File: src/lsq_pkg.sv
`timescale 1ns / 1ps
// ----------------------------------------------------------------------------
// lsq_pkg: shared types and codes of the linear scan priority queue
// Command and response words, table entry layout and action/status codes.
// ----------------------------------------------------------------------------

package lsq_pkg;

	localparam int DEPTH_DEF = 64;
	localparam int TAG_BITS  = 32;
	localparam int PRIO_BITS = 16;
	localparam int CNT_BITS  = 7;

	localparam logic [1:0] ACT_INSERT  = 2'd0;
	localparam logic [1:0] ACT_EXTRACT = 2'd1;
	localparam logic [1:0] ACT_PEEK    = 2'd2;
	localparam logic [1:0] ACT_MODIFY  = 2'd3;

	localparam logic [1:0] ST_OK       = 2'd0;
	localparam logic [1:0] ST_EMPTY    = 2'd1;
	localparam logic [1:0] ST_NOTFOUND = 2'd2;
	localparam logic [1:0] ST_FULL     = 2'd3;

	typedef struct packed {
		logic [1:0]           action;
		logic [TAG_BITS-1:0]  key_tag;
		logic [PRIO_BITS-1:0] prio_in;
	} cmd_t;

	typedef struct packed {
		logic [1:0]           status;
		logic [TAG_BITS-1:0]  out_tag;
		logic [PRIO_BITS-1:0] out_prio;
		logic [CNT_BITS-1:0]  entry_count;
	} rsp_t;

	typedef struct packed {
		logic [TAG_BITS-1:0]  tag;
		logic [PRIO_BITS-1:0] prio;
	} entry_t;

endpackage

File: src/linear_scan_priority_queue.sv
`timescale 1ns / 1ps
// Insert finishes in the dispatch state; peek and extract scan the whole table
// from the newest entry down, modify stops at the newest matching tag, and an
// extract that does not remove the newest entry shifts each newer one down.
// All of it is set by the single read port of the entry memory, walked one
// entry per cycle. Throughput: one word at a time; a new word is taken in the
// cycle done shows. Reset clears the count and control only, not the memory.
// ----------------------------------------------------------------------------
// linear_scan_priority_queue
// Bounded max-priority queue kept as an unsorted table in insertion order.
// ----------------------------------------------------------------------------

module linear_scan_priority_queue #(
	parameter int DEPTH = lsq_pkg::DEPTH_DEF
) (
	input  logic          clk,
	input  logic          arst_n,
	input  logic          start,
	output logic          busy,
	input  lsq_pkg::cmd_t cmd,
	output logic          done,
	output lsq_pkg::rsp_t rsp
);

	// Index width of the table and width of the entry count (holds DEPTH).
	localparam int AW = (DEPTH > 1) ? $clog2(DEPTH) : 1;
	localparam int CW = $clog2(DEPTH + 1);

	// Sequencer states.
	localparam logic [2:0] S_IDLE  = 3'd0;  // waiting for a command word
	localparam logic [2:0] S_DISP  = 3'd1;  // decode, insert is finished here
	localparam logic [2:0] S_SCAN  = 3'd2;  // search for the maximum
	localparam logic [2:0] S_FIND  = 3'd3;  // search for the newest matching tag
	localparam logic [2:0] S_SHIFT = 3'd4;  // close the gap after an extract

	// The entry table. Slot 0 holds the oldest entry. One write port and one
	// read port with registered read data.
	lsq_pkg::entry_t mem [DEPTH];

	logic [2:0]       state_q;
	lsq_pkg::cmd_t    cmd_q;
	logic [CW-1:0]    occ_q;

	// Read pipeline: idx_q is the address issued this cycle, the _s1 registers
	// carry the returning word and the address it came from.
	logic [AW-1:0]    idx_q;
	logic             issue_q;
	logic             rv_s1;
	logic [AW-1:0]    ridx_s1;
	lsq_pkg::entry_t  rdata_s1;

	// Best entry seen so far by the maximum search.
	lsq_pkg::entry_t  best_q;
	logic [AW-1:0]    bidx_q;
	logic             have_best_q;

	logic             done_q;
	lsq_pkg::rsp_t    rsp_q;

	logic             mem_re;
	logic             mem_we;
	logic [AW-1:0]    mem_waddr;
	lsq_pkg::entry_t  mem_wdata;

	logic             full;
	logic             empty;
	logic [AW-1:0]    last_idx;
	logic             take;
	lsq_pkg::entry_t  nb_ent;
	logic [AW-1:0]    nb_idx;
	logic             hit;

	function automatic logic [lsq_pkg::CNT_BITS-1:0] cnt7(input logic [CW-1:0] c);
		logic [CW+lsq_pkg::CNT_BITS-1:0] e;
		e = {{lsq_pkg::CNT_BITS{1'b0}}, c};
		return e[lsq_pkg::CNT_BITS-1:0];
	endfunction

	// Packs a complete response word.
	function automatic lsq_pkg::rsp_t rsp_word(input logic [1:0] st,
			input lsq_pkg::entry_t ent, input logic [CW-1:0] c);
		lsq_pkg::rsp_t r;
		r.status      = st;
		r.out_tag     = ent.tag;
		r.out_prio    = ent.prio;
		r.entry_count = cnt7(c);
		return r;
	endfunction

	assign busy = (state_q != S_IDLE);
	assign done = done_q;
	assign rsp  = rsp_q;

	assign full     = (occ_q == CW'(DEPTH));
	assign empty    = (occ_q == '0);
	assign last_idx = AW'(occ_q - CW'(1));
	assign mem_re   = issue_q;
	assign hit      = rv_s1 && (rdata_s1.tag == cmd_q.key_tag);

	// The scan runs from the newest slot down, so a strictly greater priority
	// is needed to replace the current best: ties stay with the newer entry.
	assign take   = rv_s1 && (!have_best_q || (rdata_s1.prio > best_q.prio));
	assign nb_ent = take ? rdata_s1 : best_q;
	assign nb_idx = take ? ridx_s1 : bidx_q;

	// Memory write decode. Reads and writes in the same cycle always touch
	// different slots (modify reads below its hit, the shift reads two slots
	// above the one it writes), so no forwarding is needed.
	always_comb begin
		mem_we    = 1'b0;
		mem_waddr = AW'(occ_q);
		mem_wdata = '{tag: cmd_q.key_tag, prio: cmd_q.prio_in};
		unique case (state_q)
			S_DISP: begin
				if ((cmd_q.action == lsq_pkg::ACT_INSERT) && !full) begin
					mem_we = 1'b1;
				end
			end
			S_FIND: begin
				if (hit) begin
					mem_we    = 1'b1;
					mem_waddr = ridx_s1;
					mem_wdata = '{tag: rdata_s1.tag, prio: cmd_q.prio_in};
				end
			end
			S_SHIFT: begin
				if (rv_s1) begin
					mem_we    = 1'b1;
					mem_waddr = ridx_s1 - AW'(1);
					mem_wdata = rdata_s1;
				end
			end
			default: begin
				mem_we = 1'b0;
			end
		endcase
	end

	always_ff @(posedge clk) begin
		if (mem_we) begin
			mem[mem_waddr] <= mem_wdata;
		end
	end

	always_ff @(posedge clk) begin
		if (mem_re) begin
			rdata_s1 <= mem[idx_q];
		end
		ridx_s1 <= idx_q;
	end

	always_ff @(posedge clk or negedge arst_n) begin
		if (!arst_n) begin
			state_q     <= S_IDLE;
			cmd_q       <= '0;
			occ_q       <= '0;
			idx_q       <= '0;
			issue_q     <= 1'b0;
			rv_s1       <= 1'b0;
			best_q      <= '0;
			bidx_q      <= '0;
			have_best_q <= 1'b0;
			done_q      <= 1'b0;
			rsp_q       <= '0;
		end else begin
			done_q <= 1'b0;
			rv_s1  <= mem_re;
			unique case (state_q)
				S_IDLE: begin
					if (start) begin
						cmd_q   <= cmd;
						state_q <= S_DISP;
					end
				end
				S_DISP: begin
					have_best_q <= 1'b0;
					idx_q       <= last_idx;
					unique case (cmd_q.action)
						lsq_pkg::ACT_INSERT: begin
							done_q  <= 1'b1;
							state_q <= S_IDLE;
							if (full) begin
								rsp_q <= rsp_word(lsq_pkg::ST_FULL, '0, occ_q);
							end else begin
								occ_q <= occ_q + CW'(1);
								rsp_q <= rsp_word(lsq_pkg::ST_OK, '0, occ_q + CW'(1));
							end
						end
						lsq_pkg::ACT_EXTRACT, lsq_pkg::ACT_PEEK: begin
							if (empty) begin
								done_q  <= 1'b1;
								state_q <= S_IDLE;
								rsp_q   <= rsp_word(lsq_pkg::ST_EMPTY, '0, occ_q);
							end else begin
								issue_q <= 1'b1;
								state_q <= S_SCAN;
							end
						end
						default: begin
							if (empty) begin
								done_q  <= 1'b1;
								state_q <= S_IDLE;
								rsp_q   <= rsp_word(lsq_pkg::ST_NOTFOUND, '0, occ_q);
							end else begin
								issue_q <= 1'b1;
								state_q <= S_FIND;
							end
						end
					endcase
				end
				S_SCAN: begin
					if (issue_q) begin
						if (idx_q == '0) begin
							issue_q <= 1'b0;
						end else begin
							idx_q <= idx_q - AW'(1);
						end
					end
					if (rv_s1) begin
						best_q      <= nb_ent;
						bidx_q      <= nb_idx;
						have_best_q <= 1'b1;
					end
					if (rv_s1 && (ridx_s1 == '0)) begin
						if (cmd_q.action == lsq_pkg::ACT_PEEK) begin
							done_q  <= 1'b1;
							state_q <= S_IDLE;
							rsp_q   <= rsp_word(lsq_pkg::ST_OK, nb_ent, occ_q);
						end else if (nb_idx == last_idx) begin
							// The newest entry was removed: nothing to shift.
							done_q  <= 1'b1;
							state_q <= S_IDLE;
							occ_q   <= occ_q - CW'(1);
							rsp_q   <= rsp_word(lsq_pkg::ST_OK, nb_ent, occ_q - CW'(1));
						end else begin
							// The maximum stays in best_q for the response.
							idx_q   <= nb_idx + AW'(1);
							issue_q <= 1'b1;
							state_q <= S_SHIFT;
						end
					end
				end
				S_FIND: begin
					if (hit) begin
						// The read issued in this cycle is dropped on the way out.
						issue_q <= 1'b0;
						done_q  <= 1'b1;
						state_q <= S_IDLE;
						rsp_q   <= rsp_word(lsq_pkg::ST_OK, '0, occ_q);
					end else begin
						if (issue_q) begin
							if (idx_q == '0) begin
								issue_q <= 1'b0;
							end else begin
								idx_q <= idx_q - AW'(1);
							end
						end
						if (rv_s1 && (ridx_s1 == '0)) begin
							done_q  <= 1'b1;
							state_q <= S_IDLE;
							rsp_q   <= rsp_word(lsq_pkg::ST_NOTFOUND, '0, occ_q);
						end
					end
				end
				S_SHIFT: begin
					if (issue_q) begin
						if (idx_q == last_idx) begin
							issue_q <= 1'b0;
						end else begin
							idx_q <= idx_q + AW'(1);
						end
					end
					if (rv_s1 && (ridx_s1 == last_idx)) begin
						done_q  <= 1'b1;
						state_q <= S_IDLE;
						occ_q   <= occ_q - CW'(1);
						rsp_q   <= rsp_word(lsq_pkg::ST_OK, best_q, occ_q - CW'(1));
					end
				end
				default: begin
					state_q <= S_IDLE;
				end
			endcase
		end
	end

`ifndef SYNTHESIS
	// The count can never pass the table depth.
	a_occ_bound: assert property (@(posedge clk) disable iff (!arst_n)
		occ_q <= CW'(DEPTH))
		else $error("entry count above depth");

	// An accepted command word always occupies the sequencer next cycle.
	a_accept_busy: assert property (@(posedge clk) disable iff (!arst_n)
		(start && !busy) |=> busy)
		else $error("accepted word did not start work");

	// A response only closes a command that was being worked on.
	a_done_after_busy: assert property (@(posedge clk) disable iff (!arst_n)
		done |-> (!busy && $past(busy)))
		else $error("response without a command in progress");

	// No memory read may be left outstanding once the sequencer is idle.
	a_idle_no_read: assert property (@(posedge clk) disable iff (!arst_n)
		(!busy && !done) |-> !issue_q)
		else $error("read issued while idle");
`endif

endmodule
File: config.mk
export PLATFORM = sky130hd
export DESIGN_NAME = linear_scan_priority_queue
export DESIGN_NICKNAME = d
export VERILOG_FILES = /design/src/lsq_pkg.sv /design/src/linear_scan_priority_queue.sv
export SDC_FILE = /design/constraint.sdc
export NUM_CORES = 2
export LEC_CHECK = 0
export BUFFER_PORTS_ARGS = -buffer_cell sky130_fd_sc_hd__buf_4
export CAP_MARGIN = 20
export CORE_ASPECT_RATIO = 0.5
export CORE_UTILIZATION = 65
export CTS_CLUSTER_SIZE = 10
export DETAILED_ROUTE_END_ITERATION = 8
export PLACE_DENSITY_LB_ADDON = 0.08
export SYNTH_ARGS = -nofsm -noshare
export SYNTH_HDL_FRONTEND = slang
export SYNTH_SLANG_ARGS = --single-unit
export TNS_END_PERCENT = 20
File: constraint.sdc
create_clock -name clk -period 20.5 [get_ports clk]
set_clock_uncertainty 0.05 [all_clocks]
set_input_delay 0 -clock clk [delete_from_list [all_inputs] [get_ports clk]]
set_output_delay 0 -clock clk [all_outputs]
set_load 0.03 [all_outputs]
==> metrics.md <==
| Metric | Value |
|---|---|
| Status | finished clean |
| Num rows | 114 |
| Initial DRC count | 10,300 |
| IO Port Bufs | 111 |
| Post-CTS Setup Bufs | 0 |
| Pwr/cell area | 152 nW/um^2 |
| Hold-fix buffers, CTS | 108 |
| Mux contribution to synthesized area | 0.189 |
| Post-synth top cells | 3,120 x edfxtp_1, 1,008 x mux4_2, 223 x clkbuf_1, 181 x dfrtp_1, 146 x nor2_1 |
| Core ar. | 195,000 um^2 |
| DRT Pass-1 Iters | 6 |
| Drt total wl | 342,000 um |
| Mapped cell area | 128,000 um^2 |
| Initial core utilization | 0.659 |
| Actual slew at the worst max-slew pin | 1270 ps |
| XOR/XNOR Fraction of Synth Area | 0.00555 |
| Setup crit end kind | flip-flop |
| Post-synth EDFFs | 3,120 |
| Max Cap Violations | 0 |
| Placed wire-length estimate | 185,000 um |
| Synth Area in Compound Gates | 0.0123 |
| Syn Nets | 5,635 |
| Place WS | 13,460 ps |
| Syn_area_per_cell | 23.1 um^2 |
| RSZ-0062 raised after global routing | false |
| R2R Setup Slk | 13,300 ps |
| Peak Freq | 0.139 GHz |
| Vias per cell | 7.26 |
| Area Growth Syn to Fin | 12.8% |
| Final ANT Viol Nets | 0 |
| Gp weighted congestion | 0.879 |
| Total negative slack | 0 ps |
| Ys flop type | edfxtp_1 |
| Root buffer cell | clkbuf_16 |
| Clk buf depth | 4 |
| Period utilization | 0.351 |
| Maximum vdd drop | 110 uV |
| Pins over their slew limit | 0 |
| DRC violation count after routing | 0 |
| Async S/R FF share, synth | 0.0547 |
| Total Die Area | 199,000 um^2 |
| Largest net degree at the start of global routing | 127 |
| Synth Register Bits | 3,307 |
| Dpl cells | 8,125 |
| Initial antenna violation count | 14 |
| FF-to-FF End | rdata_s1[19] |
| H-Tree Depth | 5 |
| Largest family of logic cells by synthesized area | multiplexers |
| Clock latency on the worst-skew pair | 870 ps |
| Layout cells sized above 1 | 0.309 |
| WP data arrival | 7760 ps |
| Synth unique cells | 68 |
| Ports | 112 |
| Crit Reg-Reg Startpoint | idx_q[1] |
| Worst setup margin | 13,300 ps |
| First-pass GRT wire length | 482,000 um |
| Final hold vios | 0 |
| Setup CP Type | reg -> reg |
| Clk slew on worst S/H paths | 60 ps |
| Leading post-synthesis cells by cell area | edfxtp_1 73%, mux4_2 18%, dfrtp_1 3.5% |
| Vias in the first global route | 63,900 |
| Crit path from | idx_q[1] |
| Worst Reg2Reg Path Length in Cells | 8 |
| FF/Latch Area | 98,400 um^2 |
| WP data required | 21,050 ps |
| Multi-input gate area | 29,200 um^2 |
| Total power | 0.0220 W |
| Synthesized-area fraction occupied by adder cells | 0.00253 |
| Crit-path max FO | 126 |
| CTS tree | yes |
| Cell Area, Placed | 133,000 um^2 |
| Sequential share of the synthesized area | 0.766 |
| Clock buffer count from CTS | 372 |
| Die Span Y | 316 um |
| Final setup viols | 0 |
| Final non-filler cell area | 145,000 um^2 |
| HP Class | in -> reg |
| Post-Layout Cell Count | 8,785 |
| Slew HR | 0.153 |
| Most common cell in the netlist | edfxtp_1 |
| # resized after CTS | 0 |
| Total clock sinks | 3,307 |
| Post-synthesis simple-gate area fraction | 0.0147 |
| Mapped Cells | 5,556 |
| Worst setup endpoint | rdata_s1[19] |
| DR vias | 63,800 |
| Per-cell routed wire length | 38.9 um |
| Grt total ovfl | 0 |
| Startpoint types | flip-flop |
| GRT Util Overall | 0.349 |
| Die width | 631 um |
| Post-layout min period | 7200 ps |
| Post-synth top area share | 0.730 |
| Final net count | 6,094 |
| Synth warn | 0 |
| Fillers | 10,400 |
| Leakage | 45.8 nW |
| Cell taking the most area after synthesis | edfxtp_1 |
[worst min-delay path by stage]
stage             from   endpoint  slack, ps  depth (start not counted)
2_1_floorplan   arst_n  best_q[0]       -350                          0
3_5_place_dp    arst_n    rsp[12]        -20                          1
4_1_cts        cmd[46]  cmd_q[46]          4                          3
6_report       cmd[46]  cmd_q[46]         50                          3
3_3_place_gp    arst_n   cmd_q[4]        -30                          1
5_1_grt        cmd[37]  cmd_q[37]         30                          3
[final cells by class]
class,count,area share
Multi-Input combinational cell,1895,0.202
Tap cell,2610,0.0226
Antenna cell,4,0.0000691
Timing Repair Buffer,400,0.0250
Inverter,39,0.00101
Sequential cell,3307,0.679
Clock buffer,519,0.0694
Clock inverter,11,0.00100
[sequential cells by signal (all words and copies together) (netlist names)]
register and flops:
best_q 48, occ_q 7, cmd_q 50, rsp 57, have_best_q 1, ridx_s1 6
issue_q 1, state_q 3, idx_q 6, mem 3072, rdata_s1 48, bidx_q 6
done 1, rv_s1 1
[where the power goes]
part           leakage (nW)  internal (W)  switching, W  total (W)
combinational          10.6       0.00281       0.00413    0.00695
clock                  4.93       0.00336       0.00250    0.00586
sequential             30.3       0.00872      0.000467    0.00919
[routing by layer]
layer	share of wire	GRT usage
met3	0.13	0.0839
met1	0.37	0.514
met5	0.00036	0
met4	0.036	0.113
met2	0.47	0.533
[kinds of logic (layout without fill, tap and decap cells)]
family	Yosys count	in the layout
fa+ha+maj	26	26
xor+xnor	75	75
simple gates	403	403
flops	3307	3307
mux	1143	1143
compound gates	248	248
buf+inv	354	969
other cells	0	4
[metrics by stage]
step           utilization  hold slack (ps)
4_1_cts              0.742             4.39
6_report             0.744             53.4
2_1_floorplan            -             -346
3_5_place_dp         0.684            -23.9
3_3_place_gp         0.684            -27.4
5_1_grt              0.744             26.3
[placed cells by master (no fill, tap or decap), types with 12 or more instances in the layout]
master	n
a22oi_1	50
nor3_2	17
mux4_2	1008
inv_1	39
edfxtp_1	3120
nand3_1	22
o21ai_0	38
dfrtp_1	174
a21oi_1	84
nand4_1	15
nor2_4	40
xnor2_1	52
buf_4	267
a31oi_1	12
nor3_1	25
nand2_1	109
dlygate4sd3_1	107
mux2i_1	12
nor2_1	106
ha_1	26
mux2_2	122
xor2_1	19
clkbuf_1	138
clkbuf_16	381
[critical path, cell delays in order, from the launching register on]
cell and delay, ps:
dfrtp_4 980, buf_4 730, buf_12 670, buf_4 800, buf_4 890, buf_4 900, mux4_2 420, mux4_2 600
mux4_2 510
Note: power is estimated with default switching activity, not from simulation.
